===== src/hw/rtl/magic_packet_filter_dedup_assert.svh =====
// assertion macros for the magic packet filter
// expects clk_i and rst_ni in the scope of every use
`ifndef MAGIC_PACKET_FILTER_DEDUP_ASSERT_SVH
`define MAGIC_PACKET_FILTER_DEDUP_ASSERT_SVH

// same-cycle implication
`define MPFD_ASSERT_NOW(lbl, ante, cons) \
  lbl: assert property (@(posedge clk_i) disable iff (!rst_ni) (ante) |-> (cons)) \
    else $error("mpfd assertion failed");

// next-cycle implication
`define MPFD_ASSERT_NEXT(lbl, ante, cons) \
  lbl: assert property (@(posedge clk_i) disable iff (!rst_ni) (ante) |=> (cons)) \
    else $error("mpfd assertion failed");

`endif


===== src/hw/rtl/mpfd_pkg.sv =====
// shared types and constants of the magic packet filter
// used by mpfd_parse, mpfd_walk and magic_packet_filter_dedup
package mpfd_pkg;

  localparam int unsigned PosW       = 7;
  localparam int unsigned MacW       = 48;
  localparam int unsigned AddrW      = 32;
  localparam int unsigned SecW       = 32;
  localparam int unsigned WinW       = 8;
  localparam int unsigned SyncBytes  = 6;
  localparam int unsigned MacBytes   = 6;
  localparam int unsigned MacRepeats = 16;
  localparam int unsigned MagicLen   = SyncBytes + MacBytes * MacRepeats;

  localparam logic [PosW-1:0] SyncEnd    = PosW'(SyncBytes);
  localparam logic [PosW-1:0] CaptureEnd = PosW'(SyncBytes + MacBytes);
  localparam logic [PosW-1:0] MagicEnd   = PosW'(MagicLen);
  localparam logic [2:0]      LastMacIdx = 3'(MacBytes - 1);
  localparam logic [7:0]      SyncByte   = 8'hFF;
  localparam logic [WinW-1:0] WindowReset = 8'd5;

  typedef enum logic [1:0] {
    VERDICT_RELAY     = 2'd0,
    VERDICT_SOURCE    = 2'd1,
    VERDICT_NOT_MAGIC = 2'd2,
    VERDICT_DUPLICATE = 2'd3
  } verdict_e;

  typedef enum logic [1:0] {
    CFG_ALLOW_ADDRESS  = 2'd0,
    CFG_ALLOW_NETMASK  = 2'd1,
    CFG_WINDOW_SECONDS = 2'd2
  } cfg_idx_e;

  // one table entry as stored in the ram
  typedef struct packed {
    logic [AddrW-1:0] src;
    logic [MacW-1:0]  mac;
    logic [SecW-1:0]  stamp;
  } entry_t;

  typedef struct packed {
    logic             magic_ok;
    logic [MacW-1:0]  mac;
  } parse_st_t;

  typedef struct packed {
    logic             start;
    logic [AddrW-1:0] src;
    logic [MacW-1:0]  mac;
    logic [SecW-1:0]  seconds;
    logic [WinW-1:0]  window;
  } walk_req_t;

  typedef struct packed {
    logic done;
    logic dup;
  } walk_rsp_t;

endpackage


===== src/hw/rtl/mpfd_ram.sv =====
// generic simple dual port ram, one write and one registered read port
// no dependencies
module mpfd_ram #(
  parameter int unsigned Width = 8,
  parameter int unsigned Depth = 32
) (
  input  logic                                       clk_i,
  input  logic                                       we_i,
  input  logic [((Depth > 1) ? $clog2(Depth) : 1)-1:0] waddr_i,
  input  logic [Width-1:0]                           wdata_i,
  input  logic                                       re_i,
  input  logic [((Depth > 1) ? $clog2(Depth) : 1)-1:0] raddr_i,
  output logic [Width-1:0]                           rdata_o
);

  logic [Width-1:0] mem_q [Depth];
  logic [Width-1:0] rdata_q;

  always_ff @(posedge clk_i) begin
    if (we_i) begin
      mem_q[waddr_i] <= wdata_i;
    end
    if (re_i) begin
      rdata_q <= mem_q[raddr_i];
    end
  end

  assign rdata_o = rdata_q;

endmodule


===== src/hw/rtl/mpfd_parse.sv =====
// payload byte tracker: sync bytes, mac capture and repeat compare
// depends on mpfd_pkg
module mpfd_parse (
  input  logic                  clk_i,
  input  logic                  rst_ni,
  input  logic                  take_i,
  input  logic [7:0]            byte_i,
  input  logic                  clear_i,
  output mpfd_pkg::parse_st_t   st_o
);

  logic [mpfd_pkg::PosW-1:0] pos_q, pos_d;
  logic [2:0]                k_q, k_d;
  logic [mpfd_pkg::MacW-1:0] mac_q, mac_d;
  logic                      broken_q, broken_d;
  logic [7:0]                want;

  // byte of the captured mac expected at this place of the repeat
  always_comb begin
    case (k_q)
      3'd0:    want = mac_q[47:40];
      3'd1:    want = mac_q[39:32];
      3'd2:    want = mac_q[31:24];
      3'd3:    want = mac_q[23:16];
      3'd4:    want = mac_q[15:8];
      3'd5:    want = mac_q[7:0];
      default: want = 8'h00;
    endcase
  end

  always_comb begin
    pos_d    = pos_q;
    k_d      = k_q;
    mac_d    = mac_q;
    broken_d = broken_q;
    if (clear_i) begin
      pos_d    = '0;
      k_d      = '0;
      mac_d    = '0;
      broken_d = 1'b0;
    end else if (take_i && (pos_q < mpfd_pkg::MagicEnd)) begin
      if (pos_q < mpfd_pkg::SyncEnd) begin
        if (byte_i != mpfd_pkg::SyncByte) begin
          broken_d = 1'b1;
        end
      end else if (pos_q < mpfd_pkg::CaptureEnd) begin
        mac_d = {mac_q[mpfd_pkg::MacW-9:0], byte_i};
      end else if (byte_i != want) begin
        broken_d = 1'b1;
      end
      if (pos_q >= mpfd_pkg::SyncEnd) begin
        k_d = (k_q == mpfd_pkg::LastMacIdx) ? 3'd0 : k_q + 3'd1;
      end
      pos_d = pos_q + 1'b1;
    end
  end

  always_ff @(posedge clk_i or negedge rst_ni) begin
    if (!rst_ni) begin
      pos_q    <= '0;
      k_q      <= '0;
      mac_q    <= '0;
      broken_q <= 1'b0;
    end else begin
      pos_q    <= pos_d;
      k_q      <= k_d;
      mac_q    <= mac_d;
      broken_q <= broken_d;
    end
  end

  assign st_o.magic_ok = (pos_q == mpfd_pkg::MagicEnd) && !broken_q;
  assign st_o.mac      = mac_q;

endmodule


===== src/hw/rtl/mpfd_walk.sv =====
// duplicate table walker: one ram read and one compare per entry through a shared compare unit
// depends on mpfd_pkg and mpfd_ram
module mpfd_walk #(
  parameter int unsigned Entries = 32
) (
  input  logic                clk_i,
  input  logic                rst_ni,
  input  mpfd_pkg::walk_req_t req_i,
  output mpfd_pkg::walk_rsp_t rsp_o
);

  localparam int unsigned IdxW   = (Entries > 1) ? $clog2(Entries) : 1;
  localparam int unsigned EntryW = $bits(mpfd_pkg::entry_t);
  localparam logic [IdxW-1:0] LastIdx = IdxW'(Entries - 1);

  typedef enum logic [3:0] {
    W_IDLE  = 4'b0001,
    W_READ  = 4'b0010,
    W_CMP   = 4'b0100,
    W_WRITE = 4'b1000
  } walk_state_e;

  walk_state_e               state_q, state_d;
  logic [IdxW-1:0]           idx_q, idx_d;
  logic [IdxW-1:0]           victim_q, victim_d;
  logic [mpfd_pkg::SecW-1:0] victim_age_q, victim_age_d;
  logic                      have_empty_q, have_empty_d;
  logic [Entries-1:0]        valid_q;

  logic                      ram_we, ram_re;
  logic [EntryW-1:0]         rd_data;
  mpfd_pkg::entry_t          rd_entry, wr_entry;
  logic [mpfd_pkg::SecW-1:0] age;
  logic                      hit, take_valid, take_empty;

  assign wr_entry.src   = req_i.src;
  assign wr_entry.mac   = req_i.mac;
  assign wr_entry.stamp = req_i.seconds;

  mpfd_ram #(
    .Width (EntryW),
    .Depth (Entries)
  ) u_table (
    .clk_i   (clk_i),
    .we_i    (ram_we),
    .waddr_i (victim_q),
    .wdata_i (wr_entry),
    .re_i    (ram_re),
    .raddr_i (idx_q),
    .rdata_o (rd_data)
  );

  assign rd_entry = mpfd_pkg::entry_t'(rd_data);

  // shared unit: age subtract, match compare, victim compare
  assign age = req_i.seconds - rd_entry.stamp;
  assign hit = valid_q[idx_q] && (rd_entry.src == req_i.src) &&
               (rd_entry.mac == req_i.mac) &&
               (age < {{(mpfd_pkg::SecW - mpfd_pkg::WinW){1'b0}}, req_i.window});
  assign take_valid = valid_q[idx_q] && !have_empty_q &&
                      ((idx_q == '0) || (age > victim_age_q));
  assign take_empty = !valid_q[idx_q] && !have_empty_q;

  always_comb begin
    state_d      = state_q;
    idx_d        = idx_q;
    victim_d     = victim_q;
    victim_age_d = victim_age_q;
    have_empty_d = have_empty_q;
    ram_we       = 1'b0;
    ram_re       = 1'b0;
    rsp_o.done   = 1'b0;
    rsp_o.dup    = 1'b0;
    unique case (state_q)
      W_IDLE: begin
        if (req_i.start) begin
          idx_d        = '0;
          victim_d     = '0;
          victim_age_d = '0;
          have_empty_d = 1'b0;
          state_d      = W_READ;
        end
      end
      W_READ: begin
        ram_re  = 1'b1;
        state_d = W_CMP;
      end
      W_CMP: begin
        if (hit) begin
          rsp_o.done = 1'b1;
          rsp_o.dup  = 1'b1;
          state_d    = W_IDLE;
        end else begin
          if (take_valid) begin
            victim_d     = idx_q;
            victim_age_d = age;
          end
          if (take_empty) begin
            have_empty_d = 1'b1;
            victim_d     = idx_q;
          end
          if (idx_q == LastIdx) begin
            state_d = W_WRITE;
          end else begin
            idx_d   = idx_q + 1'b1;
            state_d = W_READ;
          end
        end
      end
      W_WRITE: begin
        ram_we     = 1'b1;
        rsp_o.done = 1'b1;
        state_d    = W_IDLE;
      end
      default: state_d = W_IDLE;
    endcase
  end

  always_ff @(posedge clk_i or negedge rst_ni) begin
    if (!rst_ni) begin
      state_q      <= W_IDLE;
      idx_q        <= '0;
      victim_q     <= '0;
      victim_age_q <= '0;
      have_empty_q <= 1'b0;
      valid_q      <= '0;
    end else begin
      state_q      <= state_d;
      idx_q        <= idx_d;
      victim_q     <= victim_d;
      victim_age_q <= victim_age_d;
      have_empty_q <= have_empty_d;
      if (state_q == W_WRITE) begin
        valid_q[victim_q] <= 1'b1;
      end
    end
  end

endmodule


===== src/hw/rtl/magic_packet_filter_dedup.sv =====
// wake-on-lan magic packet filter with source allow mask and duplicate table
// payload bytes and ticks are taken only while idle; a refused final byte goes from
// the eval state straight to the result, else the verdict waits on the walk of the table ram
// (one read and one shared compare per entry), which ends early when a duplicate is found
// reset sets config to its defaults and clears the time base and all table valid bits at once; no clearing pass
// depends on mpfd_pkg, mpfd_parse, mpfd_walk and the assertion header
module magic_packet_filter_dedup #(
  parameter int unsigned TABLE_ENTRIES = 32
) (
  input  logic        clk_i,
  input  logic        rst_ni,
  // input request channel
  input  logic        in_valid_i,
  output logic        in_stall_o,
  input  logic        mode_i,
  input  logic [7:0]  data_byte_i,
  input  logic        last_byte_i,
  input  logic [31:0] source_ip_i,
  // result request channel
  output logic        out_valid_o,
  input  logic        out_stall_i,
  output logic [1:0]  verdict_o,
  output logic [47:0] mac_address_o,
  // configuration writes
  input  logic        cfg_valid_i,
  output logic        cfg_ready_o,
  input  logic [1:0]  cfg_index_i,
  input  logic [31:0] cfg_data_i
);

`include "magic_packet_filter_dedup_assert.svh"

  typedef enum logic [3:0] {
    ST_IDLE = 4'b0001,
    ST_EVAL = 4'b0010,
    ST_WALK = 4'b0100,
    ST_EMIT = 4'b1000
  } state_e;

  state_e                     state_q, state_d;

  // configuration registers
  logic [mpfd_pkg::AddrW-1:0] allow_address_q;
  logic [mpfd_pkg::AddrW-1:0] allow_netmask_q;
  logic [mpfd_pkg::WinW-1:0]  window_seconds_q;

  // time base, advanced by tick requests
  logic [mpfd_pkg::SecW-1:0]  seconds_q;

  // per-packet result being built
  logic [mpfd_pkg::AddrW-1:0] src_q, src_d;
  logic [mpfd_pkg::MacW-1:0]  res_mac_q, res_mac_d;
  mpfd_pkg::verdict_e         res_verdict_q, res_verdict_d;

  // output register, decouples the result side from the input side
  logic                       out_valid_q, out_valid_d;
  logic [1:0]                 out_verdict_q;
  logic [mpfd_pkg::MacW-1:0]  out_mac_q;

  logic                       in_fire, byte_fire, tick_fire, last_fire;
  logic                       src_fail, emit_fire;
  mpfd_pkg::parse_st_t        parse_st;
  mpfd_pkg::walk_req_t        walk_req;
  mpfd_pkg::walk_rsp_t        walk_rsp;

  // only the idle state takes requests; a pending result does not block bytes
  assign in_stall_o = (state_q != ST_IDLE);
  assign in_fire    = in_valid_i && !in_stall_o;
  assign tick_fire  = in_fire && mode_i;
  assign byte_fire  = in_fire && !mode_i;
  assign last_fire  = byte_fire && last_byte_i;

  assign cfg_ready_o = 1'b1;

  // source check under the netmask; a zero mask lets every source through
  assign src_fail = ((src_q ^ allow_address_q) & allow_netmask_q) != '0;

  // the result register is free, or is being drained this cycle
  assign emit_fire = (state_q == ST_EMIT) && (!out_valid_q || !out_stall_i);

  mpfd_parse u_parse (
    .clk_i   (clk_i),
    .rst_ni  (rst_ni),
    .take_i  (byte_fire),
    .byte_i  (data_byte_i),
    .clear_i (state_q == ST_EVAL),
    .st_o    (parse_st)
  );

  // the walker reads src and mac from registers held through the walk
  assign walk_req.start   = (state_q == ST_EVAL) && !src_fail && parse_st.magic_ok;
  assign walk_req.src     = src_q;
  assign walk_req.mac     = res_mac_q;
  assign walk_req.seconds = seconds_q;
  assign walk_req.window  = window_seconds_q;

  mpfd_walk #(
    .Entries (TABLE_ENTRIES)
  ) u_walk (
    .clk_i  (clk_i),
    .rst_ni (rst_ni),
    .req_i  (walk_req),
    .rsp_o  (walk_rsp)
  );

  // packet sequencer
  always_comb begin
    state_d       = state_q;
    src_d         = src_q;
    res_mac_d     = res_mac_q;
    res_verdict_d = res_verdict_q;
    unique case (state_q)
      ST_IDLE: begin
        // the parser already takes the final byte this cycle
        if (last_fire) begin
          src_d   = source_ip_i;
          state_d = ST_EVAL;
        end
      end
      ST_EVAL: begin
        // check order: source, then magic pattern, then the table
        if (src_fail) begin
          res_verdict_d = mpfd_pkg::VERDICT_SOURCE;
          res_mac_d     = '0;
          state_d       = ST_EMIT;
        end else if (!parse_st.magic_ok) begin
          res_verdict_d = mpfd_pkg::VERDICT_NOT_MAGIC;
          res_mac_d     = '0;
          state_d       = ST_EMIT;
        end else begin
          res_mac_d = parse_st.mac;
          state_d   = ST_WALK;
        end
      end
      ST_WALK: begin
        if (walk_rsp.done) begin
          res_verdict_d = walk_rsp.dup ? mpfd_pkg::VERDICT_DUPLICATE
                                       : mpfd_pkg::VERDICT_RELAY;
          state_d       = ST_EMIT;
        end
      end
      ST_EMIT: begin
        if (emit_fire) begin
          state_d = ST_IDLE;
        end
      end
      default: state_d = ST_IDLE;
    endcase
  end

  always_comb begin
    out_valid_d = out_valid_q;
    if (emit_fire) begin
      out_valid_d = 1'b1;
    end else if (out_valid_q && !out_stall_i) begin
      out_valid_d = 1'b0;
    end
  end

  always_ff @(posedge clk_i or negedge rst_ni) begin
    if (!rst_ni) begin
      state_q          <= ST_IDLE;
      out_valid_q      <= 1'b0;
      seconds_q        <= '0;
      allow_address_q  <= '0;
      allow_netmask_q  <= '0;
      window_seconds_q <= mpfd_pkg::WindowReset;
    end else begin
      state_q     <= state_d;
      out_valid_q <= out_valid_d;
      if (tick_fire) begin
        seconds_q <= seconds_q + 1'b1;
      end
      // writes to an index past the register list are dropped
      if (cfg_valid_i && cfg_ready_o) begin
        unique case (cfg_index_i)
          mpfd_pkg::CFG_ALLOW_ADDRESS:  allow_address_q  <= cfg_data_i;
          mpfd_pkg::CFG_ALLOW_NETMASK:  allow_netmask_q  <= cfg_data_i;
          mpfd_pkg::CFG_WINDOW_SECONDS: window_seconds_q <= cfg_data_i[mpfd_pkg::WinW-1:0];
          default: ;
        endcase
      end
    end
  end

  // payload registers, qualified by the control state above
  always_ff @(posedge clk_i) begin
    src_q         <= src_d;
    res_mac_q     <= res_mac_d;
    res_verdict_q <= res_verdict_d;
    if (emit_fire) begin
      out_verdict_q <= res_verdict_q;
      out_mac_q     <= res_mac_q;
    end
  end

  assign out_valid_o   = out_valid_q;
  assign verdict_o     = out_verdict_q;
  assign mac_address_o = out_mac_q;

  // the walker answers only while the sequencer waits on it
  `MPFD_ASSERT_NOW(a_walk_done_in_walk, walk_rsp.done, state_q == ST_WALK)
  // a refused source goes straight to the result with its verdict
  `MPFD_ASSERT_NEXT(a_source_refused, (state_q == ST_EVAL) && src_fail,
                    (state_q == ST_EMIT) && (res_verdict_q == mpfd_pkg::VERDICT_SOURCE))
  // refused packets carry no mac
  `MPFD_ASSERT_NOW(a_refused_mac_zero,
                   out_valid_o && ((verdict_o == mpfd_pkg::VERDICT_SOURCE) ||
                   (verdict_o == mpfd_pkg::VERDICT_NOT_MAGIC)),
                   mac_address_o == '0)
  // a tick request moves the time base by exactly one
  `MPFD_ASSERT_NEXT(a_tick_advances, tick_fire, seconds_q == $past(seconds_q) + 1'b1)

endmodule

===== config.mk =====
export PLATFORM = sky130hd
export DESIGN_NAME = magic_packet_filter_dedup
export DESIGN_NICKNAME = d
export VERILOG_FILES = /design/src/hw/rtl/mpfd_pkg.sv /design/src/hw/rtl/mpfd_ram.sv /design/src/hw/rtl/mpfd_parse.sv /design/src/hw/rtl/mpfd_walk.sv /design/src/hw/rtl/magic_packet_filter_dedup.sv
export VERILOG_INCLUDE_DIRS = /design/src /design/src/hw/rtl
export SDC_FILE = /design/constraint.sdc
export NUM_CORES = 2
export LEC_CHECK = 0
export ABC_AREA = 1
export ABC_CLOCK_PERIOD_IN_PS = 10000
export BUFFER_PORTS_ARGS = -buffer_cell sky130_fd_sc_hd__buf_2
export CAP_MARGIN = 20
export CELL_PAD_IN_SITES_DETAIL_PLACEMENT = 0
export CELL_PAD_IN_SITES_GLOBAL_PLACEMENT = 2
export CORE_ASPECT_RATIO = 1.25
export CORE_MARGIN = 4
export CORE_UTILIZATION = 47
export CTS_BUF_LIST = sky130_fd_sc_hd__clkbuf_4 sky130_fd_sc_hd__clkbuf_8 sky130_fd_sc_hd__clkbuf_16
export CTS_CLUSTER_DIAMETER = 100
export DETAILED_ROUTE_END_ITERATION = 10
export PLACE_DENSITY = 0.93
export SLEW_MARGIN = 20
export SYNTH_ARGS = -nofsm -noshare
export SYNTH_HDL_FRONTEND = slang
export SYNTH_HIERARCHICAL = 1
export SYNTH_SLANG_ARGS = --single-unit
export TNS_END_PERCENT = 10

===== constraint.sdc =====
create_clock -name clk_i -period 10 [get_ports clk_i]
set_input_delay 1 -clock clk_i [delete_from_list [all_inputs] [get_ports clk_i]]
set_output_delay 1 -clock clk_i [all_outputs]
set_load 0.05 [all_outputs]

==> results_dict.tcl <==
set metrics [dict create \
    status "completed" \
    synth_fa_ha_area_share_pct 0.5798 \
    synth_edf_count 3828 \
    critPathArrivalTime_ns 5.76 \
    synth.net_count 14542 \
    critPathLaunch "u_walk/idx_q[0]" \
    clockBufferDepth 4 \
    grt_max_degree 205 \
    finalCritPeriodShare_pct 49.69 \
    synthFlopType "edfxtp_1" \
    fin_area_mm2 0.1859 \
    cts_resized 0 \
    peakVddDrop_mv 0.1683 \
    finalHoldViolations 0 \
    rr_worst_depth 18 \
    crit_path_end_kind "flop" \
    core_mm2 0.3541 \
    cp.required_ns 10.79 \
    synth_top_area_share_pct 68.65 \
    cts_tree "yes" \
    synth-simple-area-share_pct 22.05 \
    cts.sinks 4075 \
    drv_cap 0 \
    routabilityCongestion 0.8387 \
    grt_first_pass_wirelength_um 718900 \
    grt.total_usage_pct 26.33 \
    wire_per_inst_um 25.50 \
    r2r-end "u_walk/victim_q[1]" \
    drt_pre_antenna_iters 8 \
    grt_pass1_vias 105285 \
    numCtsBuffers 386 \
    max_freq_mhz 201.2 \
    min-delay-path-class "input pin to async pin" \
    drive_above_1_share_pct 8.165 \
    nets 14491 \
    via_count 111253 \
    cts_root_buf "clkbuf_16" \
    chipHeight_um 675.3 \
    grt.overflow.total 0 \
    synth.distinct_cells 69 \
    clk_latency_ns 0.96 \
    clkSlewWorstSetupHoldPaths_ns 0.06 \
    place_area_mm2 0.1726 \
    dp_hpwl_um 235600 \
    leakagePower_nw 67.15 \
    period_needed_ns 4.969 \
    synth_top_area_cell "edfxtp_1" \
    io_pins 134 \
    path_max_fanout 204 \
    p_per_area_mw_per_mm2 188.6 \
    htreeDepth 5 \
    slew_violations 0 \
    avgSynthCellArea_um2 11.64 \
    synth_compound_area_share_pct 1.187 \
    synthCells 14384 \
    initial_utilization_pct 47.28 \
    skew_ns 0.05907 \
    ys_warn_count 6 \
    syn-cell-area_mm2 0.1674 \
    ys_top_cells_by_area "edfxtp_1, nand2_1, nand3_1" \
    synth_xor_area_share_pct 0.5529 \
    row_count 244 \
    worstMarginPinSlew_ns 1.246 \
    start_kind "flop" \
    post_cts_buffers 0 \
    antenna_found_initial 15 \
    rrSetupSlack_ns 5.03 \
    antenna_left 0 \
    portBuffers 132 \
    setup-tns-final_ns 0 \
    fp.dieW_um 541.9 \
    syn2layout_area_growth_pct 11.03 \
    drcViolationCount 0 \
    wl_um 493000 \
    max_slew_margin_pct 16.96 \
    synth_seq_cells 4075 \
    routed_via_density 5.754 \
    worstSetupPathType "flop to flop" \
    cp-endpoint "u_walk/victim_q[1]" \
    rsz0062_at_grt "no" \
    drt_iter0_markers 13187 \
    cts-hold-fix-buffers 0 \
    async_reset_ff_share_pct 6.061 \
    synthMuxAreaShare_pct 0 \
    r2r-start "u_walk/idx_q[0]" \
    synth_top_family_by_area "simple AND/OR/NAND/NOR gates" \
    ys_seq_area_share_pct 72.34 \
    setup_viol 0 \
    dieArea_mm2 0.3659 \
]
## registers in the layout, indices dropped and copies added (netlist names), 3 cells and up
signal and flops:
allow_address_q 32, allow_netmask_q 32, mac_address_o 48, res_mac_q 48, seconds_q 32, src_q 32, state_q 4, u_parse/k_q 3
u_parse/mac_q 48, u_parse/pos_q 7, u_walk/idx_q 5, u_walk/state_q 4, u_walk/u_table/mem_q 3584, u_walk/u_table/rdata_o 112, u_walk/valid_q 32, u_walk/victim_age_q 32
u_walk/victim_q 5, window_seconds_q 8
## worst min path at each step
stage	end	slack, ns	depth (start not counted)
6_report	seconds_q[4]	0.12	1
5_1_grt	seconds_q[14]	0.17	1
4_1_cts	seconds_q[14]	0.13	1
3_5_place_dp	verdict_o[0]	0.43	0
3_3_place_gp	u_walk/valid_q[29]	0.44	2
2_1_floorplan	verdict_o[0]	0.40	0
## cell usage after synthesis (4+ instances only)
cell type,n
a21o_1,4
a21oi_1,74
buf_1,62
buf_2,488
buf_4,9
buf_6,18
clkbuf_1,253
dfrtp_1,243
dfstp_2,4
edfxtp_1,3828
ha_1,76
inv_1,403
inv_2,14
nand2_1,4730
nand2_2,11
nand2_4,4
nand3_1,3340
nand3_2,6
nand3b_1,8
nand4_1,57
nor2_1,228
nor2_2,20
nor2_4,15
nor3_1,29
nor3_2,7
nor4_1,8
o211ai_1,6
o21a_1,5
o21ai_0,188
o21ai_1,35
o21bai_1,23
or2_1,12
or2_2,21
xnor2_1,44
xor2_1,58
## layer usage
metal | global-route usage (%) | part of all wire [%]
met5 | 0 | 0.017
met1 | 36.17 | 40
met4 | 7.902 | 3.3
met3 | 3.956 | 8.4
met2 | 43.66 | 48
## power breakdown
part | switching, mW | internal, mW | total [mW]
combinational | 0.761 | 0.316 | 1.08
clock | 6.35 | 8.51 | 14.9
sequential | 0.324 | 18.8 | 19.1
total | 7.44 | 27.6 | 35.1
## kinds of logic (layout without fill, tap and decap cells)
kind of cell             after synthesis  after routing
AND/OR/NAND/NOR                     8515           8515
AO/OA/AOI/OAI                        360            360
buffers and inverters               1252           1515
other                                  1             16
XOR/XNOR                             104            104
flip-flops                          4075           4075
adder cells (fa/ha/maj)               77             77
## critical path, stage by stage, from the launching register on
cell	delay [ns]
dfrtp_4	1.03
buf_4	0.72
buf_12	0.64
o21ai_0	0.21
o22ai_1	0.19
nand2_1	0.07
nand2_1	0.06
nand3b_1	0.09
nand2_1	0.19
inv_1	0.13
nand4_1	0.10
nor2_1	0.22
nand4_2	0.15
nand2_2	0.12
nor2_2	0.07
nand2_8	0.33
nand2_4	0.11
nand2_1	0.08
nand2_1	0.04
## placed cells by master, fill, tap and decap left out, types with 15 or more instances in the layout
cell / n
nand2_1: 4728
edfxtp_1: 3828
nand3_1: 3340
inv_1: 402
clkbuf_16: 393
dfrtp_1: 227
buf_4: 196
nor2_1: 194
o21ai_0: 188
buf_2: 131
clkinv_1: 82
clkbuf_4: 77
ha_1: 76
a21oi_1: 74
clkinv_2: 71
xor2_1: 58
nand4_1: 57
nor2_4: 49
xnor2_1: 44
bufinv_16: 40
buf_12: 36
o21ai_1: 35
nor3_1: 27
buf_8: 23
o21bai_1: 23
or2_2: 21
nor2_2: 20
diode_2: 15
## cell type report
cell class / instances / area (µm²)
fill: 30139 / 168200
timing repair buffer: 393 / 3369
sequential: 4075 / 121200
antenna: 15 / 37.54
clock inverter: 224 / 2231
clock buffer: 478 / 10520
multi-input combinational: 9057 / 41100
inverter: 420 / 1629
tap: 4674 / 5848
## stage by stage
stage	setup slack (ns)	utilization (%)	total power [mW]	instances	hold WS, ns
2_1_floorplan	3.724	-	20.10	14384	0.4003
3_3_place_gp	5.070	48.74	20.53	18591	0.4361
3_5_place_dp	5.040	48.75	20.54	18592	0.4323
4_1_cts	4.980	52.35	35.23	19294	0.1267
5_1_grt	4.501	52.49	36.12	19324	0.1744
6_report	5.031	52.50	35.06	19336	0.1160
Power figures use the tool's default switching activity.
